`config.mk`:
```
export PLATFORM = sky130hd
export DESIGN_NAME = flv_video_to_annexb_core
export DESIGN_NICKNAME = d
export VERILOG_FILES = /design/src/rtl/core/fva_pkg.sv /design/src/rtl/core/fva_front.sv /design/src/rtl/core/fva_queue.sv /design/src/rtl/core/fva_back.sv /design/src/rtl/core/flv_video_to_annexb_core.sv
export SDC_FILE = /design/constraint.sdc
export NUM_CORES = 1
export LEC_CHECK = 0
export BUFFER_PORTS_ARGS = -buffer_cell sky130_fd_sc_hd__clkbuf_2
export CORE_MARGIN = 10
export CORE_UTILIZATION = 35
export CTS_CLUSTER_DIAMETER = 50
export CTS_CLUSTER_SIZE = 25
export DETAILED_ROUTE_END_ITERATION = 10
export PLACE_DENSITY_LB_ADDON = 0.25
export REMOVE_ABC_BUFFERS = 1
export SLEW_MARGIN = 20
export SYNTH_ARGS = -nofsm -noshare
export SYNTH_HDL_FRONTEND = slang
export SYNTH_SLANG_ARGS = --single-unit
```
`constraint.sdc`:
```
create_clock -name i_clk -period 7.85 [get_ports i_clk]
set_clock_uncertainty 0.05 [all_clocks]
set_input_delay 0.3925 -clock i_clk [delete_from_list [all_inputs] [get_ports i_clk]]
set_output_delay 0.3925 -clock i_clk [all_outputs]
set_load 0.005 [all_outputs]
```
`src/rtl/core/fva_pkg.sv`:
```
// ============================================================================
// fva_pkg: shared types and constants for the FLV video to Annex B converter
// Command word passed from the tag parser to the output expander, status
// codes and the fixed values of the FLV container format.
// ============================================================================
`default_nettype none

package fva_pkg;

    // Status codes carried on output words
    localparam logic [1:0] ST_DATA    = 2'd0;
    localparam logic [1:0] ST_BADSIG  = 2'd1;
    localparam logic [1:0] ST_OVERRUN = 2'd2;
    localparam logic [1:0] ST_ENDED   = 2'd3;

    // FLV format constants
    localparam logic [23:0] SIG_UPPER  = 24'h464C56;   // "FLV"
    localparam logic [23:0] SIG_LOWER  = 24'h666C76;   // "flv"
    localparam logic [7:0]  VIDEO_KIND = 8'd9;
    localparam logic [31:0] MIN_HEAD   = 32'd9;

    // Final byte of the 00 00 00 01 start code
    localparam logic [7:0]  START_TAIL = 8'h01;
    localparam int unsigned START_WORDS = 4;

    // Default depth of the command queue
    localparam int unsigned QUEUE_DEPTH = 4;

    // Main action of one input byte
    typedef enum logic [1:0] {
        MAIN_NONE,
        MAIN_DATA,
        MAIN_START,
        MAIN_SIG
    } t_main;

    // One queued command: what one input byte makes the output emit
    typedef struct packed {
        t_main      main;
        logic [7:0] data;
        logic       over;
        logic       end_flag;
    } t_cmd;

endpackage

`default_nettype wire

```
`src/rtl/core/fva_front.sv`:
```
// ============================================================================
// fva_front: FLV tag parser
// Walks the FLV file header and tags one byte per cycle unless the queue is
// full and turns every byte into at most one command for the output expander.
// ============================================================================
`default_nettype none

module fva_front
    import fva_pkg::*;
(
    input  wire logic       i_clk,
    input  wire logic       i_rst_n,
    input  wire logic       i_valid,
    input  wire logic [7:0] i_in_byte,
    input  wire logic       i_in_end,
    input  wire logic       i_full,
    output t_cmd            o_cmd,
    output logic            o_push
);

    typedef enum logic [4:0] {
        PH_HEAD, PH_HSKIP, PH_PREV, PH_TYPE, PH_SIZE, PH_TIME, PH_SID, PH_SKIPTAG,
        PH_VINFO, PH_VAVC, PH_VCTS, PH_SSKIP, PH_SLEN, PH_SDATA, PH_PNUM, PH_PLEN,
        PH_PDATA, PH_NLEN, PH_NDATA
    } t_phase;

    t_phase      r_phase, n_phase;
    logic [2:0]  r_idx, n_idx;
    logic [31:0] r_fv, n_fv;
    logic [31:0] r_hskip, n_hskip;
    logic [31:0] r_pos, n_pos;
    logic [7:0]  r_kind, n_kind;
    logic [23:0] r_tag_left, n_tag_left;
    logic [7:0]  r_avc, n_avc;
    logic [23:0] r_nal_left, n_nal_left;
    logic        r_rej, n_rej;

    logic        accept;
    logic [31:0] acc_fv;
    logic [2:0]  acc_idx;
    logic [31:0] head_fv;
    logic [31:0] head_len;
    logic [23:0] tl;
    logic        over;
    logic [23:0] nl_start;
    logic [23:0] nl_dec;

    assign accept = i_valid && !i_full;

    // Shift the next byte into the field value
    assign acc_fv  = {r_fv[23:0], i_in_byte};
    assign acc_idx = r_idx + 3'd1;

    // File header: signature bytes, version clears the field, flags skipped, length
    assign head_fv  = (r_pos == 32'd3) ? '0 :
                      (r_pos == 32'd4) ? r_fv : {r_fv[23:0], i_in_byte};
    assign head_len = (head_fv < MIN_HEAD) ? MIN_HEAD : head_fv;

    // Tag body bookkeeping and unit length clipping
    assign tl       = r_tag_left - 24'd1;
    assign over     = acc_fv > {8'd0, tl};
    assign nl_start = over ? tl : acc_fv[23:0];
    assign nl_dec   = r_nal_left - 24'd1;

    // Parse one byte
    always_comb begin
        n_phase    = r_phase;
        n_idx      = r_idx;
        n_fv       = r_fv;
        n_hskip    = r_hskip;
        n_pos      = r_pos;
        n_kind     = r_kind;
        n_tag_left = r_tag_left;
        n_avc      = r_avc;
        n_nal_left = r_nal_left;
        n_rej      = r_rej;
        o_cmd.main     = MAIN_NONE;
        o_cmd.data     = i_in_byte;
        o_cmd.over     = 1'b0;
        o_cmd.end_flag = 1'b0;
        o_push         = 1'b0;
        if (accept) begin
            if (!r_rej) begin
                case (r_phase)
                    PH_HEAD: begin
                        n_fv = head_fv;
                        if (r_pos == 32'd2) begin
                            if (head_fv[23:0] != SIG_UPPER && head_fv[23:0] != SIG_LOWER) begin
                                n_rej      = 1'b1;
                                o_cmd.main = MAIN_SIG;
                            end
                        end
                        if (r_pos == 32'd8) begin
                            n_hskip = head_len;
                            n_pos   = MIN_HEAD;
                            n_phase = (head_len > MIN_HEAD) ? PH_HSKIP : PH_PREV;
                            n_idx   = '0;
                            n_fv    = '0;
                        end else begin
                            n_pos = r_pos + 32'd1;
                        end
                    end
                    PH_HSKIP: begin
                        n_pos = r_pos + 32'd1;
                        if (n_pos == r_hskip) begin
                            n_phase = PH_PREV;
                            n_idx   = '0;
                            n_fv    = '0;
                        end
                    end
                    PH_PREV: begin
                        n_idx = acc_idx;
                        if (acc_idx == 3'd4) begin
                            n_phase = PH_TYPE;
                            n_idx   = '0;
                            n_fv    = '0;
                        end
                    end
                    PH_TYPE: begin
                        n_kind  = i_in_byte;
                        n_phase = PH_SIZE;
                        n_idx   = '0;
                        n_fv    = '0;
                    end
                    PH_SIZE: begin
                        n_fv  = acc_fv;
                        n_idx = acc_idx;
                        if (acc_idx == 3'd3) begin
                            n_tag_left = acc_fv[23:0];
                            n_phase    = PH_TIME;
                            n_idx      = '0;
                            n_fv       = '0;
                        end
                    end
                    PH_TIME: begin
                        n_idx = acc_idx;
                        if (acc_idx == 3'd4) begin
                            n_phase = PH_SID;
                            n_idx   = '0;
                            n_fv    = '0;
                        end
                    end
                    PH_SID: begin
                        n_idx = acc_idx;
                        if (acc_idx == 3'd3) begin
                            n_idx = '0;
                            n_fv  = '0;
                            if (r_tag_left == '0) begin
                                n_phase = PH_PREV;
                            end else if (r_kind == VIDEO_KIND) begin
                                n_phase = PH_VINFO;
                            end else begin
                                n_phase = PH_SKIPTAG;
                            end
                        end
                    end
                    default: begin
                        // Tag body: one byte less left in the tag
                        n_tag_left = tl;
                        case (r_phase)
                            PH_VINFO: begin
                                n_phase = PH_VAVC;
                                n_idx   = '0;
                                n_fv    = '0;
                            end
                            PH_VAVC: begin
                                n_avc   = i_in_byte;
                                n_phase = PH_VCTS;
                                n_idx   = '0;
                                n_fv    = '0;
                            end
                            PH_VCTS: begin
                                n_idx = acc_idx;
                                if (acc_idx == 3'd3) begin
                                    n_phase = (r_avc == 8'd0) ? PH_SSKIP : PH_NLEN;
                                    n_idx   = '0;
                                    n_fv    = '0;
                                end
                            end
                            PH_SSKIP: begin
                                n_idx = acc_idx;
                                if (acc_idx == 3'd6) begin
                                    n_phase = PH_SLEN;
                                    n_idx   = '0;
                                    n_fv    = '0;
                                end
                            end
                            PH_SLEN: begin
                                n_fv  = acc_fv;
                                n_idx = acc_idx;
                                if (acc_idx == 3'd2) begin
                                    n_nal_left = nl_start;
                                    o_cmd.main = MAIN_START;
                                    o_cmd.over = over;
                                    n_phase    = (nl_start == '0) ? PH_PNUM : PH_SDATA;
                                    n_idx      = '0;
                                    n_fv       = '0;
                                end
                            end
                            PH_SDATA: begin
                                o_cmd.main = MAIN_DATA;
                                n_nal_left = nl_dec;
                                if (nl_dec == '0) begin
                                    n_phase = PH_PNUM;
                                    n_idx   = '0;
                                    n_fv    = '0;
                                end
                            end
                            PH_PNUM: begin
                                n_phase = PH_PLEN;
                                n_idx   = '0;
                                n_fv    = '0;
                            end
                            PH_PLEN: begin
                                n_fv  = acc_fv;
                                n_idx = acc_idx;
                                if (acc_idx == 3'd2) begin
                                    n_nal_left = nl_start;
                                    o_cmd.main = MAIN_START;
                                    o_cmd.over = over;
                                    n_phase    = (nl_start == '0) ? PH_SKIPTAG : PH_PDATA;
                                    n_idx      = '0;
                                    n_fv       = '0;
                                end
                            end
                            PH_PDATA: begin
                                o_cmd.main = MAIN_DATA;
                                n_nal_left = nl_dec;
                                if (nl_dec == '0) begin
                                    n_phase = PH_SKIPTAG;
                                    n_idx   = '0;
                                    n_fv    = '0;
                                end
                            end
                            PH_NLEN: begin
                                n_fv  = acc_fv;
                                n_idx = acc_idx;
                                if (acc_idx == 3'd4) begin
                                    n_nal_left = nl_start;
                                    o_cmd.main = MAIN_START;
                                    o_cmd.over = over;
                                    n_phase    = (nl_start == '0) ? PH_NLEN : PH_NDATA;
                                    n_idx      = '0;
                                    n_fv       = '0;
                                end
                            end
                            PH_NDATA: begin
                                o_cmd.main = MAIN_DATA;
                                n_nal_left = nl_dec;
                                if (nl_dec == '0) begin
                                    n_phase = PH_NLEN;
                                    n_idx   = '0;
                                    n_fv    = '0;
                                end
                            end
                            default: begin
                            end
                        endcase
                        // Tag end: return to the previous tag size field before the next tag
                        if (tl == '0) begin
                            n_phase = PH_PREV;
                            n_idx   = '0;
                            n_fv    = '0;
                        end
                    end
                endcase
            end
            // End of file: flag a cut inside the header fields or a tag, then restart
            if (i_in_end) begin
                if (!n_rej && !(n_phase inside {PH_HSKIP, PH_PREV, PH_TYPE})) begin
                    o_cmd.end_flag = 1'b1;
                end
                n_phase    = PH_HEAD;
                n_idx      = '0;
                n_fv       = '0;
                n_hskip    = '0;
                n_pos      = '0;
                n_kind     = '0;
                n_tag_left = '0;
                n_avc      = '0;
                n_nal_left = '0;
                n_rej      = 1'b0;
            end
            o_push = (o_cmd.main != MAIN_NONE) || o_cmd.end_flag;
        end
    end

    // Hold parser state
    always_ff @(posedge i_clk) begin
        if (!i_rst_n) begin
            r_phase    <= PH_HEAD;
            r_idx      <= '0;
            r_fv       <= '0;
            r_hskip    <= '0;
            r_pos      <= '0;
            r_kind     <= '0;
            r_tag_left <= '0;
            r_avc      <= '0;
            r_nal_left <= '0;
            r_rej      <= 1'b0;
        end else begin
            r_phase    <= n_phase;
            r_idx      <= n_idx;
            r_fv       <= n_fv;
            r_hskip    <= n_hskip;
            r_pos      <= n_pos;
            r_kind     <= n_kind;
            r_tag_left <= n_tag_left;
            r_avc      <= n_avc;
            r_nal_left <= n_nal_left;
            r_rej      <= n_rej;
        end
    end

endmodule

`default_nettype wire

```
`src/rtl/core/fva_queue.sv`:
```
// ============================================================================
// fva_queue: command queue
// Small first-in first-out store that decouples the parser from the output
// expander so that start codes do not stall the input on every unit.
// ============================================================================
`default_nettype none

module fva_queue
    import fva_pkg::*;
#(
    parameter int unsigned DEPTH = QUEUE_DEPTH
)
(
    input  wire logic i_clk,
    input  wire logic i_rst_n,
    input  wire logic i_push,
    input  t_cmd      i_cmd,
    input  wire logic i_pop,
    output t_cmd      o_head,
    output logic      o_empty,
    output logic      o_full
);

    localparam int unsigned AW = (DEPTH > 1) ? $clog2(DEPTH) : 1;
    localparam int unsigned CW = $clog2(DEPTH + 1);

    t_cmd          r_mem [DEPTH];
    logic [AW-1:0] r_wr, n_wr;
    logic [AW-1:0] r_rd, n_rd;
    logic [CW-1:0] r_count, n_count;
    logic          do_push;
    logic          do_pop;

    assign o_empty = (r_count == '0);
    assign o_full  = (r_count == CW'(DEPTH));
    assign o_head  = r_mem[r_rd];
    assign do_push = i_push && !o_full;
    assign do_pop  = i_pop && !o_empty;

    // Advance pointers with wrap
    always_comb begin
        n_wr    = r_wr;
        n_rd    = r_rd;
        n_count = r_count;
        if (do_push) begin
            n_wr = (r_wr == AW'(DEPTH - 1)) ? '0 : r_wr + AW'(1);
        end
        if (do_pop) begin
            n_rd = (r_rd == AW'(DEPTH - 1)) ? '0 : r_rd + AW'(1);
        end
        if (do_push && !do_pop) begin
            n_count = r_count + CW'(1);
        end else if (do_pop && !do_push) begin
            n_count = r_count - CW'(1);
        end
    end

    always_ff @(posedge i_clk) begin
        if (!i_rst_n) begin
            r_wr    <= '0;
            r_rd    <= '0;
            r_count <= '0;
        end else begin
            r_wr    <= n_wr;
            r_rd    <= n_rd;
            r_count <= n_count;
        end
    end

    // Store pushed word
    always_ff @(posedge i_clk) begin
        if (do_push) begin
            r_mem[r_wr] <= i_cmd;
        end
    end

endmodule

`default_nettype wire

```
`src/rtl/core/fva_back.sv`:
```
// ============================================================================
// fva_back: output expander
// Expands each queued command into its output words (start code, data byte
// or status) and holds them in an output register under the stall handshake.
// ============================================================================
`default_nettype none

module fva_back
    import fva_pkg::*;
(
    input  wire logic       i_clk,
    input  wire logic       i_rst_n,
    input  t_cmd            i_head,
    input  wire logic       i_empty,
    output logic            o_pop,
    output logic            o_valid,
    input  wire logic       i_stall,
    output logic [7:0]      o_out_byte,
    output logic            o_nal_start,
    output logic            o_run_last,
    output logic [1:0]      o_status
);

    logic [2:0] r_sub, n_sub;
    logic       r_valid, n_valid;
    logic [7:0] r_byte;
    logic       r_start;
    logic       r_last;
    logic [1:0] r_status;

    logic [2:0] main_words;
    logic [2:0] total_words;
    logic       load;
    logic       w_last;
    logic [7:0] w_byte;
    logic       w_start;
    logic [1:0] w_status;

    // Count the words of the head command
    always_comb begin
        case (i_head.main)
            MAIN_DATA:  main_words = 3'd1;
            MAIN_SIG:   main_words = 3'd1;
            MAIN_START: main_words = 3'(START_WORDS);
            default:    main_words = 3'd0;
        endcase
    end

    assign total_words = main_words + {2'd0, i_head.end_flag};
    assign w_last      = (r_sub == total_words - 3'd1);
    assign load        = !i_empty && (!r_valid || !i_stall);
    assign o_pop       = load && w_last;

    // Select the word at the current position
    always_comb begin
        w_byte   = 8'd0;
        w_start  = 1'b0;
        w_status = ST_ENDED;
        if (r_sub < main_words) begin
            case (i_head.main)
                MAIN_START: begin
                    w_byte   = (r_sub == 3'(START_WORDS - 1)) ? START_TAIL : 8'd0;
                    w_start  = (r_sub == 3'd0);
                    w_status = (r_sub == 3'd0 && i_head.over) ? ST_OVERRUN : ST_DATA;
                end
                MAIN_DATA: begin
                    w_byte   = i_head.data;
                    w_status = ST_DATA;
                end
                MAIN_SIG: begin
                    w_status = ST_BADSIG;
                end
                default: begin
                end
            endcase
        end
    end

    // Advance within the command, drop the output word once taken
    always_comb begin
        n_sub   = r_sub;
        n_valid = r_valid;
        if (load) begin
            n_valid = 1'b1;
            n_sub   = w_last ? 3'd0 : r_sub + 3'd1;
        end else if (!i_stall) begin
            n_valid = 1'b0;
        end
    end

    always_ff @(posedge i_clk) begin
        if (!i_rst_n) begin
            r_sub   <= '0;
            r_valid <= 1'b0;
        end else begin
            r_sub   <= n_sub;
            r_valid <= n_valid;
        end
    end

    // Hold output word
    always_ff @(posedge i_clk) begin
        if (load) begin
            r_byte   <= w_byte;
            r_start  <= w_start;
            r_last   <= w_last;
            r_status <= w_status;
        end
    end

    assign o_valid     = r_valid;
    assign o_out_byte  = r_byte;
    assign o_nal_start = r_start;
    assign o_run_last  = r_last;
    assign o_status    = r_status;

endmodule

`default_nettype wire

```
`src/rtl/core/flv_video_to_annexb_core.sv`:
```
// ============================================================================
// flv_video_to_annexb_core: FLV video tags to H.264 Annex B converter
// Parses an FLV byte stream and emits the H.264 NAL units of its video tags,
// each behind a 00 00 00 01 start code, with status words for errors.
// ============================================================================
// The block takes one FLV file byte per cycle on the input channel; the
// parser turns each byte combinationally into at most one command, which
// waits in a queue of QUEUE_DEPTH_P entries until the output expander
// sends its words, one per cycle unless the output stalls: a data or status
// byte is one word, a NAL unit start is four, and an end-of-file status adds
// one more. Input stalls only while the queue is full, so sustained
// throughput is one byte per cycle except where start codes or output stalls
// fill the queue. Results pass through the queue and the output register.
`default_nettype none

module flv_video_to_annexb_core
    import fva_pkg::*;
#(
    parameter int unsigned QUEUE_DEPTH_P = QUEUE_DEPTH
)
(
    input  wire logic       i_clk,
    input  wire logic       i_rst_n,
    input  wire logic       i_valid,
    output logic            o_stall,
    input  wire logic [7:0] i_in_byte,
    input  wire logic       i_in_end,
    output logic            o_valid,
    input  wire logic       i_stall,
    output logic [7:0]      o_out_byte,
    output logic            o_nal_start,
    output logic            o_run_last,
    output logic [1:0]      o_status
);

    t_cmd cmd;
    t_cmd head;
    logic push;
    logic pop;
    logic empty;
    logic full;

    assign o_stall = full;

    fva_front u_front (
        .i_clk     (i_clk),
        .i_rst_n   (i_rst_n),
        .i_valid   (i_valid),
        .i_in_byte (i_in_byte),
        .i_in_end  (i_in_end),
        .i_full    (full),
        .o_cmd     (cmd),
        .o_push    (push)
    );

    fva_queue #(
        .DEPTH (QUEUE_DEPTH_P)
    ) u_queue (
        .i_clk   (i_clk),
        .i_rst_n (i_rst_n),
        .i_push  (push),
        .i_cmd   (cmd),
        .i_pop   (pop),
        .o_head  (head),
        .o_empty (empty),
        .o_full  (full)
    );

    fva_back u_back (
        .i_clk       (i_clk),
        .i_rst_n     (i_rst_n),
        .i_head      (head),
        .i_empty     (empty),
        .o_pop       (pop),
        .o_valid     (o_valid),
        .i_stall     (i_stall),
        .o_out_byte  (o_out_byte),
        .o_nal_start (o_nal_start),
        .o_run_last  (o_run_last),
        .o_status    (o_status)
    );

endmodule

`default_nettype wire

```
==> impl_metrics.env <==
export IMPL_synthDominantCellAreaShare=0.224
export IMPL_cts_made_buffers=34
export IMPL_final_hold_worst_slack_ns=0.118
export IMPL_stdcell_count=2589
export IMPL_grt_first_pass_wirelength_um=85500
export IMPL_ir_worst_vdd_v=0.000126
export IMPL_clock_tree_buffer_depth=3
export IMPL_postPlaceCellArea_um2=16700
export IMPL_critical_path_top_delay_family="simple AND/OR/NAND/NOR gates"
export IMPL_synth_seq_area_share=0.335
export IMPL_worstMarginPinSlew_ns=1.11
export IMPL_drt_iter0_drc=1536
export IMPL_die_width_um=236
export IMPL_power_density_nw_per_um2=225
export IMPL_core_rowCount=78
export IMPL_net_count_final=2027
export IMPL_grt_use_total=0.187
export IMPL_drc=0
export IMPL_maxClockFrequency_ghz=0.147
export IMPL_clock_insertion_delay_worst_skew_ns=0.56
export IMPL_final_hold_violation_count=0
export IMPL_total_of_warnings_raised_by_yosys=0
export IMPL_critical_path_max_stage_delay_ns=0.65
export IMPL_number_of_pins_with_negative_max_slew_slack_in_the_final_report=0
export IMPL_relSlewSlack=0.251
export IMPL_fin_setup_tns_ns=0
export IMPL_crit_path_required_time_ns=8.29
export IMPL_tritoncts="yes"
export IMPL_max_cap_viol_count=0
export IMPL_post_route_cells_drive_above_1_share=0.0870
export IMPL_ys_dominant_reg_cell="sky130_fd_sc_hd__dfxtp_1"
export IMPL_yosysTopAreaCell="sky130_fd_sc_hd__dfxtp_1"
export IMPL_io_pins=27
export IMPL_timing_final_setup_violations=0
export IMPL_yosys_cell_types_count=92
export IMPL_clock_tree_root_cell="sky130_fd_sc_hd__clkbuf_16"
export IMPL_most_frequent_cell_on_critical_path="sky130_fd_sc_hd__ha_1"
export IMPL_grt_setup_unrepaired="no"
export IMPL_postSynthCellCount=2054
export IMPL_worstPathCellList="inv_1 -> ha_1 -> nor3b_1 -> nand4_1 -> nor4_1 -> xnor2_1 -> ha_1 -> and4_1 -> and2_1 -> or3b_2 -> a32oi_1 -> o21ai_4 -> mux2i_1 -> o221ai_1 -> a32oi_4 -> a211oi_4 -> inv_2 -> ha_1 -> inv_1 -> fa_1 -> xor2_1 -> or3_1 -> a21oi_1"
export IMPL_post_synth_main_area_contributors="sky130_fd_sc_hd__dfxtp_1 (22%), sky130_fd_sc_hd__edfxtp_1 (11%), sky130_fd_sc_hd__nor2_1 (6.7%)"
export IMPL_post_cts_setup_driven_buffer_insertion_count=0
export IMPL_worst_hold_path_type="in2reg"
export IMPL_multi_input_gate_area_um2=10000
export IMPL_setup_ws_ns=1.03
export IMPL_worstPathBufferInverterCount=3
export IMPL_worst_setup_hold_path_clk_slew_ns=0.07
export IMPL_grt_antenna_before_repair=0
export IMPL_dieHeight_um=236
export IMPL_layout_filler_cells=4661
export IMPL_postSynth_asyncResetShare=0
export IMPL_initial_utilization=0.356
export IMPL_placedCellCount=2527
export IMPL_via_per_inst=6.05
export IMPL_dp_worst_setup_slack_ns=1.11
export IMPL_die_ar_um2=55500
export IMPL_final_design_area_no_fill_um2=17900
export IMPL_synth_seq_cells=242
export IMPL_antenna_left=0
export IMPL_critical_path_slowest_cell="sky130_fd_sc_hd__nor3b_1"
export IMPL_layout_worst_path_cycle_share=0.868
export IMPL_critPathMaxFanout=11
export IMPL_status="finished, final reports clean"
export IMPL_number_of_h_tree_levels=2
export IMPL_insertedDiodeCount=0
export IMPL_port_buffer_count=26
export IMPL_synth_area_um2=16300
export IMPL_post_route_util=0.392
export IMPL_syn_area_per_cell_um2=7.92
export IMPL_worst_setup_path_type="reg2reg"
export IMPL_hpwl_um=36900
export IMPL_arrival_ns=7.26
export IMPL_overall_via_count_from_detail_route=15675
export IMPL_finalPower_mw=4.03
export IMPL_synth_enable_flop_cells=60
export IMPL_route_detailed_wl_per_inst_um=20.9
export IMPL_synthToLayoutAreaGrowth_pct=10.0
export IMPL_ff2ff_setup_slack_ns=1.03
export IMPL_first_global_vias=14636
export IMPL_grt_max_degree=91
export IMPL_placer_congestion=0.967
export IMPL_cts_sink_count=242
export IMPL_register_area_um2=5450
export IMPL_drt_total_wl_um=54100
export IMPL_power_static_leakage_nw=6.40
export IMPL_grt_overflow_total=0
export IMPL_endpoint_kind="flip-flop"
export IMPL_period_minus_slack_ns=6.82
export IMPL_coreArea_um2=45700
export IMPL_first_pass_iters=8
export IMPL_crit_path_start_kind="flip-flop"
[repair_timing]
action	CTS	global route
hold endpoints to repair	1	0
gates resized for setup	0	0
endpoints found under the setup margin	0	0
hold buffers	1	0
[layer usage]
metal / vias up / routed length (um) / global-route usage
met5: - / 0 / 0
met4: 0 / 1950 / 0.0781
met3: 111 / 3760 / 0.0347
met2: 611 / 24400 / 0.290
met1: 7487 / 24000 / 0.249
li1: 7466 / - / -
[layout by cell type (no fill, tap or decap), drive strengths merged, types with 13 or more instances in the layout]
cell,Yosys,layout
a2111oi,13,13
a211oi,21,21
a21oi,164,164
a222oi,16,16
a22oi,107,107
a31oi,15,15
and2,15,15
and3,14,14
buf,22,28
clkbuf,159,61
dfxtp,182,182
edfxtp,60,60
ha,49,49
inv,43,54
mux2i,43,43
nand2,163,163
nand2b,13,13
nand3,51,51
nand4,38,38
nor2,291,291
nor2b,19,19
nor3,61,61
nor4,51,51
o211ai,22,22
o21ai,88,88
o22ai,47,47
or3,26,26
or4,13,13
xnor2,43,43
xor2,29,29
[state kept, by name (all words and copies together), names as in the netlist, named ones only]
signal and flops:
u_back.o_nal_start 1, u_back.o_out_byte 8, u_back.o_run_last 1, u_back.o_status 2, u_back.o_valid 1, u_back.r_sub 3
u_front.r_avc 8, u_front.r_fv 32, u_front.r_hskip 32, u_front.r_idx 3, u_front.r_kind 8, u_front.r_nal_left 24
u_front.r_phase 5, u_front.r_pos 32, u_front.r_rej 1, u_front.r_tag_left 24, u_queue.r_count 3, u_queue.r_mem 48
u_queue.r_rd 2, u_queue.r_wr 2
[cells in the mapped netlist, types with 12 or more instances]
cell type / number
sky130_fd_sc_hd__or4_1: 13
sky130_fd_sc_hd__nand2_1: 163
sky130_fd_sc_hd__a31oi_1: 15
sky130_fd_sc_hd__o211ai_1: 22
sky130_fd_sc_hd__o21ai_0: 84
sky130_fd_sc_hd__o22ai_1: 47
sky130_fd_sc_hd__nand3_1: 51
sky130_fd_sc_hd__xor2_1: 29
sky130_fd_sc_hd__a222oi_1: 16
sky130_fd_sc_hd__a21oi_1: 164
sky130_fd_sc_hd__nor3_1: 61
sky130_fd_sc_hd__a2111oi_0: 13
sky130_fd_sc_hd__a22oi_1: 107
sky130_fd_sc_hd__mux4_2: 12
sky130_fd_sc_hd__nor2_1: 290
sky130_fd_sc_hd__a211oi_1: 20
sky130_fd_sc_hd__nor4_1: 48
sky130_fd_sc_hd__and2_1: 15
sky130_fd_sc_hd__or3_1: 26
sky130_fd_sc_hd__mux2i_1: 43
sky130_fd_sc_hd__edfxtp_1: 60
sky130_fd_sc_hd__nand2b_1: 13
sky130_fd_sc_hd__inv_1: 41
sky130_fd_sc_hd__and3_1: 14
sky130_fd_sc_hd__xnor2_1: 43
sky130_fd_sc_hd__nor2b_1: 19
sky130_fd_sc_hd__nand4_1: 38
sky130_fd_sc_hd__dfxtp_1: 182
sky130_fd_sc_hd__ha_1: 49
sky130_fd_sc_hd__clkbuf_1: 158
[final cells by class]
cell class,count,share of cell area
multi-input combinational,1588,0.559
inverter,43,0.00930
timing repair buffer,55,0.0196
clock inverter,26,0.0179
clock buffer,35,0.0483
sequential,242,0.304
tap,600,0.0419
[cells by family after synthesis]
kind of cell,share of synthesized area
compound gates,0.245
xor+xnor,0.0402
fa+ha+maj,0.0389
buf+inv,0.0528
flops,0.335
mux,0.0465
simple gates,0.242
[worst register-to-register path, delay by kind of cell, from the launching register on]
family / cells / cell delay, ns
adder cells (fa/ha/maj): 4 / 1.16
XOR/XNOR: 2 / 0.36
buffers and inverters: 3 / 0.30
AND/OR/NAND/NOR: 7 / 2.58
multiplexers: 1 / 0.59
AO/OA/AOI/OAI: 6 / 1.33
flip-flops: 1 / 0.40
[where the power goes]
group | total, mW | switching, mW | internal [mW]
Sequential | 1.46 | 0.0842 | 1.37
Clock | 1.61 | 0.670 | 0.941
Combinational | 0.967 | 0.604 | 0.363
Total | 4.03 | 1.36 | 2.68
[worst paths after layout]
check | from | to | depth (start not counted)
max reg2reg | u_front.r_tag_left[0] | u_queue.r_count[2] | 23
max | u_front.r_tag_left[0] | u_queue.r_count[2] | 23
min reg2reg | u_front.r_hskip[12] | u_front.r_hskip[12] | 2
min | i_rst_n | u_queue.r_wr[1] | 3
Note: power is estimated with default switching activity, not from simulation.
